### src/sv/i2cee_pkg.sv
// shared types and constants for the i2c eeprom byte master
// depends on nothing; used by the interfaces, the step logic and the top level
package i2cee_pkg;

  // command codes carried by an input beat
  localparam logic [1:0] CMD_TICK  = 2'd0;
  localparam logic [1:0] CMD_WRITE = 2'd1;
  localparam logic [1:0] CMD_READ  = 2'd2;

  // configuration register indexes
  localparam logic [1:0] REG_DEVICE_ADDRESS = 2'd0;
  localparam logic [1:0] REG_ACK_TIMEOUT    = 2'd1;
  localparam logic [1:0] REG_GAP_TICKS      = 2'd2;

  localparam int CFG_INDEX_W = 2;
  localparam int CFG_DATA_W  = 16;

  // configuration reset values
  localparam logic [6:0]  DEVICE_ADDRESS_RST = 7'd80;
  localparam logic [7:0]  ACK_TIMEOUT_RST    = 8'd255;
  localparam logic [15:0] GAP_TICKS_RST      = 16'd1600;

  // bit count at which a byte is complete
  localparam logic [3:0] BITS_PER_BYTE = 4'd8;

  // bus sequence stages
  typedef enum logic [3:0] {
    ST_IDLE   = 4'd0,
    ST_GAP    = 4'd1,
    ST_START  = 4'd2,
    ST_DEVW   = 4'd3,
    ST_MEM    = 4'd4,
    ST_DATA   = 4'd5,
    ST_RSTART = 4'd6,
    ST_DEVR   = 4'd7,
    ST_READ   = 4'd8,
    ST_STOP   = 4'd9
  } stage_t;

  typedef struct packed {
    logic [6:0]  device_address;
    logic [7:0]  ack_timeout_ticks;
    logic [15:0] gap_ticks;
  } cfg_t;

  typedef struct packed {
    stage_t      stage;
    logic [3:0]  phase;
    logic [3:0]  bit_count;
    logic [7:0]  tx_shift;
    logic [7:0]  rx_shift;
    logic        op_is_read;
    logic [7:0]  held_address;
    logic [7:0]  held_data;
    logic [15:0] wait_count;
    logic        clock_drive;
    logic        data_drive;
    logic        ack_fail;
  } seq_state_t;

  // per-beat flags from the step logic
  typedef struct packed {
    logic done;
    logic rejected;
  } step_flags_t;

endpackage

### src/sv/i2cee_if.sv
// channel interfaces: request/tick input, result output, config write
// depends on i2cee_pkg for the config port widths
interface i2cee_in_if;
  logic       valid;
  logic       ready;
  logic [1:0] cmd;
  logic [7:0] mem_address;
  logic [7:0] write_data;
  logic       line_sense;
  modport source (output valid, cmd, mem_address, write_data, line_sense, input ready);
  modport sink (input valid, cmd, mem_address, write_data, line_sense, output ready);
endinterface

interface i2cee_out_if;
  logic       valid;
  logic       ready;
  logic       scl_level;
  logic       sda_level;
  logic       busy_res;
  logic       done_res;
  logic [7:0] read_data;
  logic       ack_missing;
  logic       rejected;
  modport source (output valid, scl_level, sda_level, busy_res, done_res, read_data,
                  ack_missing, rejected, input ready);
  modport sink (input valid, scl_level, sda_level, busy_res, done_res, read_data,
                ack_missing, rejected, output ready);
endinterface

interface i2cee_cfg_if;
  logic                             valid;
  logic                             ready;
  logic [i2cee_pkg::CFG_INDEX_W-1:0] index;
  logic [i2cee_pkg::CFG_DATA_W-1:0]  data;
  modport source (output valid, index, data, input ready);
  modport sink (input valid, index, data, output ready);
endinterface

### src/sv/i2cee_step.sv
// one phase of the bus sequence: next sequencer state from current state and a beat
// depends on i2cee_pkg for the state, config and flag types
module i2cee_step (
  input  i2cee_pkg::seq_state_t  state,
  input  i2cee_pkg::cfg_t        cfg,
  input  logic [1:0]             cmd,
  input  logic [7:0]             mem_address,
  input  logic [7:0]             write_data,
  input  logic                   line_sense,
  output i2cee_pkg::seq_state_t  state_nxt,
  output i2cee_pkg::step_flags_t flags
);

  logic busy;
  logic is_tick;
  logic is_req;
  logic gap_over;
  logic ack_end;
  logic [3:0] bit_inc;
  i2cee_pkg::stage_t stage_nxt;
  logic [3:0] phase_nxt;
  logic done_nxt;

  assign busy     = (state.stage != i2cee_pkg::ST_IDLE) || (state.phase != 4'd0);
  assign is_tick  = (cmd == i2cee_pkg::CMD_TICK) && busy;
  assign is_req   = (cmd == i2cee_pkg::CMD_WRITE) || (cmd == i2cee_pkg::CMD_READ);
  assign gap_over = state.wait_count >= cfg.gap_ticks;
  assign ack_end  = !line_sense || (state.wait_count >= {8'd0, cfg.ack_timeout_ticks});
  assign bit_inc  = state.bit_count + 4'd1;

  // stage and phase sequencing
  always_comb begin
    stage_nxt = state.stage;
    phase_nxt = state.phase;
    done_nxt  = 1'b0;
    if (is_req && !busy) begin
      stage_nxt = i2cee_pkg::ST_GAP;
      phase_nxt = 4'd0;
    end else if (is_tick) begin
      case (state.stage)
        i2cee_pkg::ST_GAP: begin
          if (gap_over) stage_nxt = i2cee_pkg::ST_START;
        end
        i2cee_pkg::ST_START, i2cee_pkg::ST_RSTART: begin
          if (state.phase == 4'd0 || state.phase == 4'd1) begin
            phase_nxt = state.phase + 4'd1;
          end else begin
            stage_nxt = (state.stage == i2cee_pkg::ST_RSTART) ?
                        i2cee_pkg::ST_DEVR : i2cee_pkg::ST_DEVW;
            phase_nxt = 4'd0;
          end
        end
        i2cee_pkg::ST_DEVW, i2cee_pkg::ST_MEM, i2cee_pkg::ST_DATA, i2cee_pkg::ST_DEVR: begin
          case (state.phase)
            4'd0, 4'd1, 4'd3, 4'd4, 4'd5: phase_nxt = state.phase + 4'd1;
            4'd2: phase_nxt = (bit_inc >= i2cee_pkg::BITS_PER_BYTE) ? 4'd3 : 4'd0;
            4'd6: begin
              if (ack_end) begin
                phase_nxt = 4'd0;
                case (state.stage)
                  i2cee_pkg::ST_DEVW: stage_nxt = i2cee_pkg::ST_MEM;
                  i2cee_pkg::ST_MEM: stage_nxt = state.op_is_read ?
                                       i2cee_pkg::ST_RSTART : i2cee_pkg::ST_DATA;
                  i2cee_pkg::ST_DATA: stage_nxt = i2cee_pkg::ST_STOP;
                  default: stage_nxt = i2cee_pkg::ST_READ;
                endcase
              end
            end
            default: begin
              stage_nxt = i2cee_pkg::ST_IDLE;
              phase_nxt = 4'd0;
            end
          endcase
        end
        i2cee_pkg::ST_READ: begin
          case (state.phase)
            4'd0, 4'd1, 4'd2, 4'd4: phase_nxt = state.phase + 4'd1;
            4'd3: phase_nxt = (bit_inc >= i2cee_pkg::BITS_PER_BYTE) ? 4'd4 : 4'd2;
            4'd5: begin
              stage_nxt = i2cee_pkg::ST_STOP;
              phase_nxt = 4'd0;
            end
            default: begin
              stage_nxt = i2cee_pkg::ST_IDLE;
              phase_nxt = 4'd0;
            end
          endcase
        end
        i2cee_pkg::ST_STOP: begin
          if (state.phase == 4'd0 || state.phase == 4'd1) begin
            phase_nxt = state.phase + 4'd1;
          end else begin
            stage_nxt = i2cee_pkg::ST_IDLE;
            phase_nxt = 4'd0;
            done_nxt  = 1'b1;
          end
        end
        default: begin
          stage_nxt = i2cee_pkg::ST_IDLE;
          phase_nxt = 4'd0;
        end
      endcase
    end
  end

  // line drives, shift registers, counters and flags
  always_comb begin
    state_nxt.stage        = stage_nxt;
    state_nxt.phase        = phase_nxt;
    state_nxt.bit_count    = state.bit_count;
    state_nxt.tx_shift     = state.tx_shift;
    state_nxt.rx_shift     = state.rx_shift;
    state_nxt.op_is_read   = state.op_is_read;
    state_nxt.held_address = state.held_address;
    state_nxt.held_data    = state.held_data;
    state_nxt.wait_count   = state.wait_count;
    state_nxt.clock_drive  = state.clock_drive;
    state_nxt.data_drive   = state.data_drive;
    state_nxt.ack_fail     = state.ack_fail;
    flags.done             = done_nxt;
    flags.rejected         = is_req && busy;
    if (is_req && !busy) begin
      state_nxt.op_is_read   = (cmd == i2cee_pkg::CMD_READ);
      state_nxt.held_address = mem_address;
      state_nxt.held_data    = write_data;
      state_nxt.ack_fail     = 1'b0;
      state_nxt.wait_count   = 16'd0;
      state_nxt.bit_count    = 4'd0;
    end else if (is_tick) begin
      case (state.stage)
        i2cee_pkg::ST_GAP: begin
          if (!gap_over) state_nxt.wait_count = state.wait_count + 16'd1;
        end
        i2cee_pkg::ST_START, i2cee_pkg::ST_RSTART: begin
          if (state.phase == 4'd0) begin
            state_nxt.data_drive = 1'b1;
          end else if (state.phase == 4'd1) begin
            state_nxt.clock_drive = 1'b1;
          end else begin
            state_nxt.data_drive = 1'b0;
            state_nxt.bit_count  = 4'd0;
            state_nxt.tx_shift   = {cfg.device_address,
                                    state.stage == i2cee_pkg::ST_RSTART};
          end
        end
        i2cee_pkg::ST_DEVW, i2cee_pkg::ST_MEM, i2cee_pkg::ST_DATA, i2cee_pkg::ST_DEVR: begin
          case (state.phase)
            4'd0, 4'd3: state_nxt.clock_drive = 1'b0;
            4'd1: begin
              state_nxt.data_drive = state.tx_shift[7];
              state_nxt.tx_shift   = {state.tx_shift[6:0], 1'b0};
            end
            4'd2: begin
              state_nxt.clock_drive = 1'b1;
              state_nxt.bit_count   = bit_inc;
            end
            4'd4: state_nxt.data_drive = 1'b1;
            4'd5: begin
              state_nxt.clock_drive = 1'b1;
              state_nxt.wait_count  = 16'd0;
            end
            4'd6: begin
              if (ack_end) begin
                // a high line here means the slave never acked
                if (line_sense) state_nxt.ack_fail = 1'b1;
                state_nxt.clock_drive = 1'b0;
                state_nxt.bit_count   = 4'd0;
                if (state.stage == i2cee_pkg::ST_DEVW) begin
                  state_nxt.tx_shift = state.held_address;
                end else if (state.stage == i2cee_pkg::ST_MEM && !state.op_is_read) begin
                  state_nxt.tx_shift = state.held_data;
                end
              end else begin
                state_nxt.wait_count = state.wait_count + 16'd1;
              end
            end
            default: begin
              state_nxt.clock_drive = 1'b1;
              state_nxt.data_drive  = 1'b1;
            end
          endcase
        end
        i2cee_pkg::ST_READ: begin
          case (state.phase)
            4'd0: state_nxt.clock_drive = 1'b0;
            4'd1: begin
              state_nxt.data_drive = 1'b1;
              state_nxt.bit_count  = 4'd0;
              state_nxt.tx_shift   = 8'd0;
            end
            4'd2: state_nxt.clock_drive = 1'b1;
            4'd3: begin
              state_nxt.tx_shift    = {state.tx_shift[6:0], line_sense};
              state_nxt.clock_drive = 1'b0;
              state_nxt.bit_count   = bit_inc;
            end
            // master nack clock pulse
            4'd4: begin
              state_nxt.data_drive  = 1'b1;
              state_nxt.clock_drive = 1'b1;
            end
            4'd5: begin
              state_nxt.clock_drive = 1'b0;
              state_nxt.rx_shift    = state.tx_shift;
            end
            default: begin
              state_nxt.clock_drive = 1'b1;
              state_nxt.data_drive  = 1'b1;
            end
          endcase
        end
        i2cee_pkg::ST_STOP: begin
          if (state.phase == 4'd0) begin
            state_nxt.data_drive = 1'b0;
          end else if (state.phase == 4'd1) begin
            state_nxt.clock_drive = 1'b1;
          end else begin
            state_nxt.data_drive = 1'b1;
          end
        end
        default: begin
          state_nxt.clock_drive = 1'b1;
          state_nxt.data_drive  = 1'b1;
        end
      endcase
    end
  end

endmodule

### src/sv/i2c_eeprom_byte_master.sv
// top level of the i2c eeprom byte master: config registers, sequencer state, result register
// depends on i2cee_pkg, the channel interfaces and i2cee_step
//
// Usage:
//   in_ch carries one beat per command: a tick (advance the bus by one phase),
//   a write request or a read request with the memory address and write byte.
//   Every accepted input beat produces exactly one result beat on out_ch with
//   the line drives, busy, done, the last read byte, the missing-ack flag and
//   whether a request was dropped because a transaction was already running.
//   cfg_ch writes device address, ack timeout and gap length; it is always
//   ready and should only be written while no transaction is running.
//   Result: registered; it appears in the cycle after its input beat is accepted.
//   Throughput: one beat per cycle while out_ch is not stalled; the sequencer
//   state register closes the loop from one beat to the next.
//   Stall: when out_ch is not taken, the result register holds and in_ch
//   drops ready; input is taken again in the cycle the result leaves.
//   Reset (rst_n low, synchronous): lines released, sequencer idle, flags
//   cleared, config back to address 80, timeout 255, gap 1600.
module i2c_eeprom_byte_master (
  input  logic                 clk,
  input  logic                 rst_n,
  i2cee_in_if.sink             in_ch,
  i2cee_out_if.source          out_ch,
  i2cee_cfg_if.sink            cfg_ch
);

  i2cee_pkg::cfg_t        cfg_r;
  i2cee_pkg::seq_state_t  state_r;
  i2cee_pkg::seq_state_t  state_nxt;
  i2cee_pkg::step_flags_t flags;
  logic                   out_valid_r;
  logic                   in_beat;
  logic                   scl_r;
  logic                   sda_r;
  logic                   busy_r;
  logic                   done_r;
  logic [7:0]             read_data_r;
  logic                   ack_missing_r;
  logic                   rejected_r;

  assign in_ch.ready  = !out_valid_r || out_ch.ready;
  assign in_beat      = in_ch.valid && in_ch.ready;
  assign cfg_ch.ready = 1'b1;

  i2cee_step u_step (
    .state       (state_r),
    .cfg         (cfg_r),
    .cmd         (in_ch.cmd),
    .mem_address (in_ch.mem_address),
    .write_data  (in_ch.write_data),
    .line_sense  (in_ch.line_sense),
    .state_nxt   (state_nxt),
    .flags       (flags)
  );

  // configuration registers
  always_ff @(posedge clk) begin
    if (!rst_n) begin
      cfg_r.device_address    <= i2cee_pkg::DEVICE_ADDRESS_RST;
      cfg_r.ack_timeout_ticks <= i2cee_pkg::ACK_TIMEOUT_RST;
      cfg_r.gap_ticks         <= i2cee_pkg::GAP_TICKS_RST;
    end else if (cfg_ch.valid) begin
      case (cfg_ch.index)
        i2cee_pkg::REG_DEVICE_ADDRESS: cfg_r.device_address <= cfg_ch.data[6:0];
        i2cee_pkg::REG_ACK_TIMEOUT:    cfg_r.ack_timeout_ticks <= cfg_ch.data[7:0];
        i2cee_pkg::REG_GAP_TICKS:      cfg_r.gap_ticks <= cfg_ch.data;
        default: ;
      endcase
    end
  end

  // sequencer state
  always_ff @(posedge clk) begin
    if (!rst_n) begin
      state_r <= '{stage: i2cee_pkg::ST_IDLE, phase: 4'd0, bit_count: 4'd0,
                   tx_shift: 8'd0, rx_shift: 8'd0, op_is_read: 1'b0,
                   held_address: 8'd0, held_data: 8'd0, wait_count: 16'd0,
                   clock_drive: 1'b1, data_drive: 1'b1, ack_fail: 1'b0};
    end else if (in_beat) begin
      state_r <= state_nxt;
    end
  end

  // result beat valid
  always_ff @(posedge clk) begin
    if (!rst_n) begin
      out_valid_r <= 1'b0;
    end else if (in_ch.ready) begin
      out_valid_r <= in_ch.valid;
    end
  end

  // result payload
  always_ff @(posedge clk) begin
    if (in_beat) begin
      scl_r         <= state_nxt.clock_drive;
      sda_r         <= state_nxt.data_drive;
      busy_r        <= (state_nxt.stage != i2cee_pkg::ST_IDLE) || (state_nxt.phase != 4'd0);
      done_r        <= flags.done;
      read_data_r   <= state_nxt.rx_shift;
      ack_missing_r <= state_nxt.ack_fail;
      rejected_r    <= flags.rejected;
    end
  end

  assign out_ch.valid       = out_valid_r;
  assign out_ch.scl_level   = scl_r;
  assign out_ch.sda_level   = sda_r;
  assign out_ch.busy_res    = busy_r;
  assign out_ch.done_res    = done_r;
  assign out_ch.read_data   = read_data_r;
  assign out_ch.ack_missing = ack_missing_r;
  assign out_ch.rejected    = rejected_r;

endmodule

### src/flat_wrapper.sv
// flat-port wrapper written by rule: the top's interface ports become plain ports
module i2c_eeprom_byte_master_flat 
  (clk, rst_n, in_ch_valid, in_ch_cmd, in_ch_mem_address, in_ch_write_data, in_ch_line_sense, in_ch_ready, out_ch_valid, out_ch_scl_level, out_ch_sda_level, out_ch_busy_res, out_ch_done_res, out_ch_read_data, out_ch_ack_missing, out_ch_rejected, out_ch_ready, cfg_ch_valid, cfg_ch_index, cfg_ch_data, cfg_ch_ready);
  i2cee_in_if in_ch_i ();
  i2cee_out_if out_ch_i ();
  i2cee_cfg_if cfg_ch_i ();
  input  logic clk;
  input  logic rst_n;
  input wire logic [$bits(in_ch_i.valid)-1:0] in_ch_valid;
  input wire logic [$bits(in_ch_i.cmd)-1:0] in_ch_cmd;
  input wire logic [$bits(in_ch_i.mem_address)-1:0] in_ch_mem_address;
  input wire logic [$bits(in_ch_i.write_data)-1:0] in_ch_write_data;
  input wire logic [$bits(in_ch_i.line_sense)-1:0] in_ch_line_sense;
  output wire logic [$bits(in_ch_i.ready)-1:0] in_ch_ready;
  output wire logic [$bits(out_ch_i.valid)-1:0] out_ch_valid;
  output wire logic [$bits(out_ch_i.scl_level)-1:0] out_ch_scl_level;
  output wire logic [$bits(out_ch_i.sda_level)-1:0] out_ch_sda_level;
  output wire logic [$bits(out_ch_i.busy_res)-1:0] out_ch_busy_res;
  output wire logic [$bits(out_ch_i.done_res)-1:0] out_ch_done_res;
  output wire logic [$bits(out_ch_i.read_data)-1:0] out_ch_read_data;
  output wire logic [$bits(out_ch_i.ack_missing)-1:0] out_ch_ack_missing;
  output wire logic [$bits(out_ch_i.rejected)-1:0] out_ch_rejected;
  input wire logic [$bits(out_ch_i.ready)-1:0] out_ch_ready;
  input wire logic [$bits(cfg_ch_i.valid)-1:0] cfg_ch_valid;
  input wire logic [$bits(cfg_ch_i.index)-1:0] cfg_ch_index;
  input wire logic [$bits(cfg_ch_i.data)-1:0] cfg_ch_data;
  output wire logic [$bits(cfg_ch_i.ready)-1:0] cfg_ch_ready;
  assign in_ch_i.valid = in_ch_valid;
  assign in_ch_i.cmd = in_ch_cmd;
  assign in_ch_i.mem_address = in_ch_mem_address;
  assign in_ch_i.write_data = in_ch_write_data;
  assign in_ch_i.line_sense = in_ch_line_sense;
  assign in_ch_ready = in_ch_i.ready;
  assign out_ch_valid = out_ch_i.valid;
  assign out_ch_scl_level = out_ch_i.scl_level;
  assign out_ch_sda_level = out_ch_i.sda_level;
  assign out_ch_busy_res = out_ch_i.busy_res;
  assign out_ch_done_res = out_ch_i.done_res;
  assign out_ch_read_data = out_ch_i.read_data;
  assign out_ch_ack_missing = out_ch_i.ack_missing;
  assign out_ch_rejected = out_ch_i.rejected;
  assign out_ch_i.ready = out_ch_ready;
  assign cfg_ch_i.valid = cfg_ch_valid;
  assign cfg_ch_i.index = cfg_ch_index;
  assign cfg_ch_i.data = cfg_ch_data;
  assign cfg_ch_ready = cfg_ch_i.ready;
  i2c_eeprom_byte_master u_core (.clk(clk), .rst_n(rst_n), .in_ch(in_ch_i), .out_ch(out_ch_i), .cfg_ch(cfg_ch_i));
endmodule
### config.mk
export PLATFORM = sky130hd
export DESIGN_NAME = i2c_eeprom_byte_master_flat
export DESIGN_NICKNAME = d
export VERILOG_FILES = /design/src/sv/i2cee_pkg.sv /design/src/sv/i2cee_if.sv /design/src/sv/i2cee_step.sv /design/src/sv/i2c_eeprom_byte_master.sv /design/src/flat_wrapper.sv
export SDC_FILE = /design/constraint.sdc
export NUM_CORES = 1
export LEC_CHECK = 0
export BUFFER_PORTS_ARGS = -buffer_cell sky130_fd_sc_hd__buf_4
export CAP_MARGIN = 20
export CORE_AREA = 2 2 127 117
export CTS_BUF_LIST = sky130_fd_sc_hd__clkbuf_8
export CTS_CLUSTER_SIZE = 10
export DETAILED_ROUTE_END_ITERATION = 10
export DIE_AREA = 0 0 129 119
export GPL_TIMING_DRIVEN = 0
export RECOVER_POWER = 50
export REMOVE_ABC_BUFFERS = 1
export SLEW_MARGIN = 20
export SYNTH_ARGS = -nofsm -noshare
export SYNTH_HDL_FRONTEND = slang
export SYNTH_SLANG_ARGS = --single-unit
### constraint.sdc
create_clock -name clk -period 6.51 [get_ports clk]
set_clock_uncertainty 0.15 [all_clocks]
set_input_delay 1.302 -clock clk [delete_from_list [all_inputs] [get_ports clk]]
set_output_delay 1.302 -clock clk [all_outputs]
set_load 0.05 [all_outputs]
* After elaboration in Yosys (flattened, before gate mapping)
Index checks and enable logic that the tools add are counted.
** Cells by class
- Shift operators :: 0
- Bitwise logic cells :: 3
- Multiply operators :: 0
- Muxes and demuxes :: 60
- $lt $le $gt $ge :: 3
- Divide/modulo/power cells :: 0
- Eq/ne operators :: 33
- Reductions and logical operators :: 46
- Add/sub/neg operators :: 3
** Operators by type and width (number)
- $pmux 16 s2 :: 2
- $mux 16 :: 3
- $mux 4 :: 11
- $mux 8 :: 5
- $mux 12 :: 3
- $pmux 12 s3 :: 1
- $pmux 4 s2 :: 4
- $eq 4x3->1 const B :: 7
- $pmux 12 s2 :: 1
- $pmux 4 s3 :: 2
- $mux 20 :: 1
- $pmux 4 s5 :: 1
- $reduce_bool 4->1 :: 5
- $mux 19 :: 1
- $add 16x1->16 const B :: 1
- $eq 4x2->1 const B :: 4
- $ge 16x16->1 :: 1
- $ge 16x8->1 :: 1
- $pmux 4 s4 :: 1
- $pmux 8 s2 :: 1
- $reduce_or 5->1 :: 3
- $mux 1 :: 14
- $ne 3x3->1 const B :: 4
- $ne 4x4->1 const B :: 3
- 31 further kinds :: 68
** Storage, ports and cells
- Memories :: 0
- Latch bits :: 0
- Flip-flop bits (word level) :: 110
- Input bits :: 42
- Output and inout port bits :: 17
- Memory bits (writable) :: 0
- Logic and storage cells :: 171
- Memory bits (read-only) :: 0

* Depth between registers and ports, before layout
- Depth in word-level cells :: 9
- Depth in mapped cells :: 12
- Depth with buffers taken out :: 10

* Hierarchy
A second synthesis with hierarchy kept.
** Unflattened totals
- Cells, all modules :: 977
- Area, all modules :: 7455.9 um^2
** By module, submodules not included
- i2c_eeprom_byte_master :: cells an instance 429, times used 1, area an instance 4137.7 um^2, sequential area each 2342.2 um^2
- i2cee_step :: cells an instance 548, times used 1, area an instance 3318.2 um^2, sequential area each 0.0 um^2

* Worst setup path before layout
OpenSTA, ideal clock, no wires.
- Path kind :: input-to-reg
- Start point :: input out_ch_ready
- End point :: register u_core.ack_missing_r (netlist: u_core.out_ch.ack_missing), enable pin
- Path slack :: 2860 ps
- Path buffers :: 2
- Required time :: 5976 ps
- Stages on the path :: 5
- Arrival time :: 3116 ps
- Library setup time :: 384 ps
- Cell sequence :: nand2b_1 -> nand2_1 -> inv_1 -> clkbuf_1 -> clkbuf_1
** On the way
- Longest elaborated chain between the ends :: 2
** RTL lines
- start, declared :: RTL line flat_wrapper.sv:23 : input wire logic [$bits(out_ch_i.ready)-1:0] out_ch_ready;
- $logic_or 1x1->1 :: RTL line i2c_eeprom_byte_master.sv:41 : assign in_ch.ready = !out_valid_r || out_ch.ready;
- $logic_and 1x1->1 :: RTL line i2c_eeprom_byte_master.sv:42 : assign in_beat = in_ch.valid && in_ch.ready;
- via u_core.in_beat :: RTL line i2c_eeprom_byte_master.sv:32 : logic in_beat;
- end signal, assigned :: RTL line i2c_eeprom_byte_master.sv:101 : ack_missing_r <= state_nxt.ack_fail;
- end, declared :: RTL line i2c_eeprom_byte_master.sv:38 : logic ack_missing_r;
The timed path passes the listed nets, and every way through them passes these cells.
A chain may end at the register's enable or synchronous reset.

* Final worst setup path
- Start point :: input out_ch_ready
- End point :: register u_core.state_r[16] in the netlist's numbering
** On the way
- Longest elaborated chain between the ends :: 3
** RTL lines
- $logic_or 1x1->1 :: RTL line i2c_eeprom_byte_master.sv:41
- $logic_and 1x1->1 :: RTL line i2c_eeprom_byte_master.sv:42
- $reduce_and 6->1 (no source line)
- end signal, assigned :: RTL line i2c_eeprom_byte_master.sv:75 : state_r <= '{stage: i2cee_pkg::ST_IDLE, phase: 4'd0, bit_count: 4'd0,
- end signal, assigned :: RTL line i2c_eeprom_byte_master.sv:80 : state_r <= state_nxt;
- end, declared :: RTL line i2c_eeprom_byte_master.sv:28 : i2cee_pkg::seq_state_t state_r;
Every way passes these cells.

==> flow_summary.ini <==
[die]
core_um2 = 14240
row_count = 42
io_pins = 59
dieArea_um2 = 15350
effective_utilization_at_floorplan_pct = 43.59
die_h_um = 119
die_width_um = 129

[power_and_ir_drop]
p_int_uw = 950.4
share_of_power_burned_in_the_clock_network_pct = 28.5
portion_of_total_power_attributed_to_combinational_logic_pct = 18.0
share_seq_of_total_power_pct = 53.5
peakVddDrop_mv = 0.1064
design_power_total_uw = 1386
p_leak_uw = 0.002502
cellPowerDensity_nw_per_um2 = 203.8
netSwitchingPower_uw = 435.2
power.share.switching_pct = 31.41

[sta]
hold_violations = 0
fmax_mhz = 205.5
final_min_period_over_clock_period_pct = 74.74
report.final.setup_viol = 0
timing_max_transition_violations_final = 0
slew-limit-headroom_pct = 4.499
totalNegativeSetupSlack_ns = 0
tightest_slew_ns = 1.429
rsz0062_at_grt = false
layout_min_cycle_time_ns = 4.866

[synth]
ys_warn_count = 0
synthesis.instances = 766
synth_edf_count = 14
synthMuxAreaShare_pct = 4.979
synth.top_cells.by_area = sky130_fd_sc_hd__dfxtp_1, sky130_fd_sc_hd__nand2_1, sky130_fd_sc_hd__edfxtp_1
post_synth_fa_ha_maj_area_fraction_pct = 6.450
yosys.area_share.xor_xnor_pct = 0.4233
synthesized_area_fraction_occupied_by_ao_oa_aoi_and_oai_cells_pct = 20.74
synth_top_cell_by_area = sky130_fd_sc_hd__dfxtp_1
synth.top_cell.area_share_pct = 30.96
synth.top_cells.by_count = sky130_fd_sc_hd__nand2_1, sky130_fd_sc_hd__dfxtp_1, sky130_fd_sc_hd__a21oi_1
synth.yosys.seq_area_share_pct = 37.73
postSynth.asyncResetShare_pct = 0
synth.most_common_cell = sky130_fd_sc_hd__nand2_1
yosys_most_used_dff = sky130_fd_sc_hd__dfxtp_1
synth_area_um2 = 6207
yosys.cell_types.count = 76
synthSimpleGateAreaFrac_pct = 23.77
post_synth.cell_area_avg_um2 = 8.103
synth.ff_latch_count = 110
largest_family_of_logic_cells_by_synthesized_area = simple AND/OR/NAND/NOR gates

[cts]
clock_tree_from_tritoncts = built
post_cts_resize_count = 0
tritoncts_num_sinks = 110
cts_root_buffer = sky130_fd_sc_hd__clkbuf_8
total_clock_buffers_created_by_cts = 9
cts_hold_buf = 0
cts_htree_levels = 3
clkTransAtPathRegs_ns = 0.09
clock_path_buffers = 2
clkLatencyLatePin_ns = 0.39
post-cts-setup-buffer-count = 0

[route]
detailedRoute.firstIterationViolations = 365
drc_violations_left = 0
detailroute.via_count = 5723
number_of_optimization_iterations_in_the_first_detailed_route_pass = 5
route.detailed.wl_per_inst_um = 16.79
ant_nets = 0
routed_wl_mm = 16.69
post_drt_via_cell_ratio = 5.758

[global_route]
grt_overflow = 0
grt_pass1_vias = 5457
grt_max_degree = 36
antenna_found_initial = 0
globalRouteTotalUtil_pct = 22.22
first_pass_grt_wire_length_mm = 27.13

[placement]
place.gp.congestion = 0.9193
placement.io_buffers = 57
detailed_place_hpwl_mm = 12.17

[worst_setup_path]
critical-path-top-delay-family = simple AND/OR/NAND/NOR gates
critical-path-top-cell-by-count = sky130_fd_sc_hd__nand2_1
worst_setup_path_end_kind = flop
worst-endpoint-required_ns = 6.68
cpMaxStageDelayCell = sky130_fd_sc_hd__nand2_1
worstSetupStartpointType = input port
criticalPathCategory = input port to flop
worst-path-buf-inv = 2
timing.critical_path.cells = clkbuf_4 -> nand2b_1 -> nand2_1 -> inv_1 -> nand2_1 -> nand2_1 -> a21o_1 -> or4_1 -> o21ai_1
timing.critical_path.slowest_cell_delay_ns = 0.79
worstPathArrival_ns = 5.03
path_max_fanout = 35

[outcome]
status = complete, no violations

[hold_path]
timing.hold.worst.class = flop to flop

[cells_and_area]
area_of_the_multi_input_gates_um2 = 3505
area_overhead_of_the_layout_relative_to_synthesis_pct = 9.534
nNetsFinal = 865
area.sequential_um2 = 2342
fillers = 1425
final_layout_size_suffix_gt1_share_pct = 11.18
insertedDiodeCount = 0

[run]
cap_violations = 0
area by class of cell:
cell class,count,area share [%]
Inverter,42,2.374
Sequential cell,110,34.45
Tap cell,198,3.644
Clock buffer,10,2.024
Timing Repair Buffer,58,5.300
Clock inverter,6,0.6625
Multi-Input combinational cell,570,51.55
metrics by stage:
| step | hold WS [ns] | utilization (%) | area [µm²] | worst slack [ns] | instances |
|---|---|---|---|---|---|
| 3_3_place_gp | 0.2910 | 46.91 | 6680 | 1.376 | 977 |
| 5_1_grt | 0.3307 | 47.74 | 6799 | 1.339 | 994 |
| 6_report | 0.3094 | 47.74 | 6799 | 1.644 | 994 |
| 3_5_place_dp | 0.2949 | 47.14 | 6714 | 1.693 | 978 |
| 2_1_floorplan | 0.2829 | - | 6005 | 2.082 | 722 |
| 4_1_cts | 0.3106 | 48.43 | 6897 | 2.096 | 994 |
layout by cell type (no fill, tap or decap), drive strengths merged, types with 3 or more instances in the layout:
master,count
o21ai,33
nor2b,3
a211o,3
a21o,5
nor3,24
or2,3
dfxtp,96
mux2i,14
or4,6
nor4,10
o31ai,4
buf,36
nand3,24
clkbuf,32
o211ai,17
and3,4
nand2,118
nor2,67
nand2b,6
o22ai,5
mux2,15
clkinv,3
a32oi,3
edfxtp,14
o21a,5
or3,17
a31oi,10
a211oi,8
nand3b,3
a222oi,7
inv,44
nand4,10
o21bai,4
ha,32
a21oi,77
power by group through the flow:
stage,Clock (µW),Combinational [µW],Sequential [µW]
4_1_cts,411,257,740
3_5_place_dp,0,256,756
6_report,395,249,741
5_1_grt,437,275,744
2_1_floorplan,0,146,774
3_3_place_gp,0,250,755
registers in the layout, indices dropped and copies added (netlist names):
register	flops
u_core.out_ch.done_res	1
u_core.out_ch.rejected	1
u_core.out_ch.scl_level	1
u_core.state_r	64
u_core.cfg_r	31
u_core.out_ch.valid	1
u_core.out_ch.busy_res	1
u_core.out_ch.read_data	8
u_core.out_ch.sda_level	1
u_core.out_ch.ack_missing	1
worst paths after layout:
kind | start | to | slack (ns) | depth (start not counted)
setup / recovery | out_ch_ready | u_core.state_r[16] | 1.64 | 9
hold / removal | u_core.state_r[27] | u_core.state_r[27] | 0.31 | 2
setup reg to reg | u_core.out_ch.valid | u_core.state_r[16] | 2.38 | 8
hold reg to reg | u_core.state_r[27] | u_core.state_r[27] | 0.31 | 2
routing by layer:
layer	track usage (%)	vias up	routed length, µm
met5	0	-	0
met2	36.38	196	7952
li1	-	2810	-
met1	29.01	2689	7484
met3	4.897	28	885
met4	7.337	0	371
cell families after synthesis:
group,after synthesis
simple gates,304
flops,110
xor+xnor,3
mux,29
buf+inv,86
other cells,1
fa+ha+maj,32
compound gates,201
worst register-to-register path: cells and delay by family, from the launching register on:
kind	cells	cell delay, ns
AO/OA/AOI/OAI	2	0.51
buffers and inverters	1	0.78
flip-flops	1	0.35
AND/OR/NAND/NOR	5	2.26
Power figures use the tool's default switching activity.
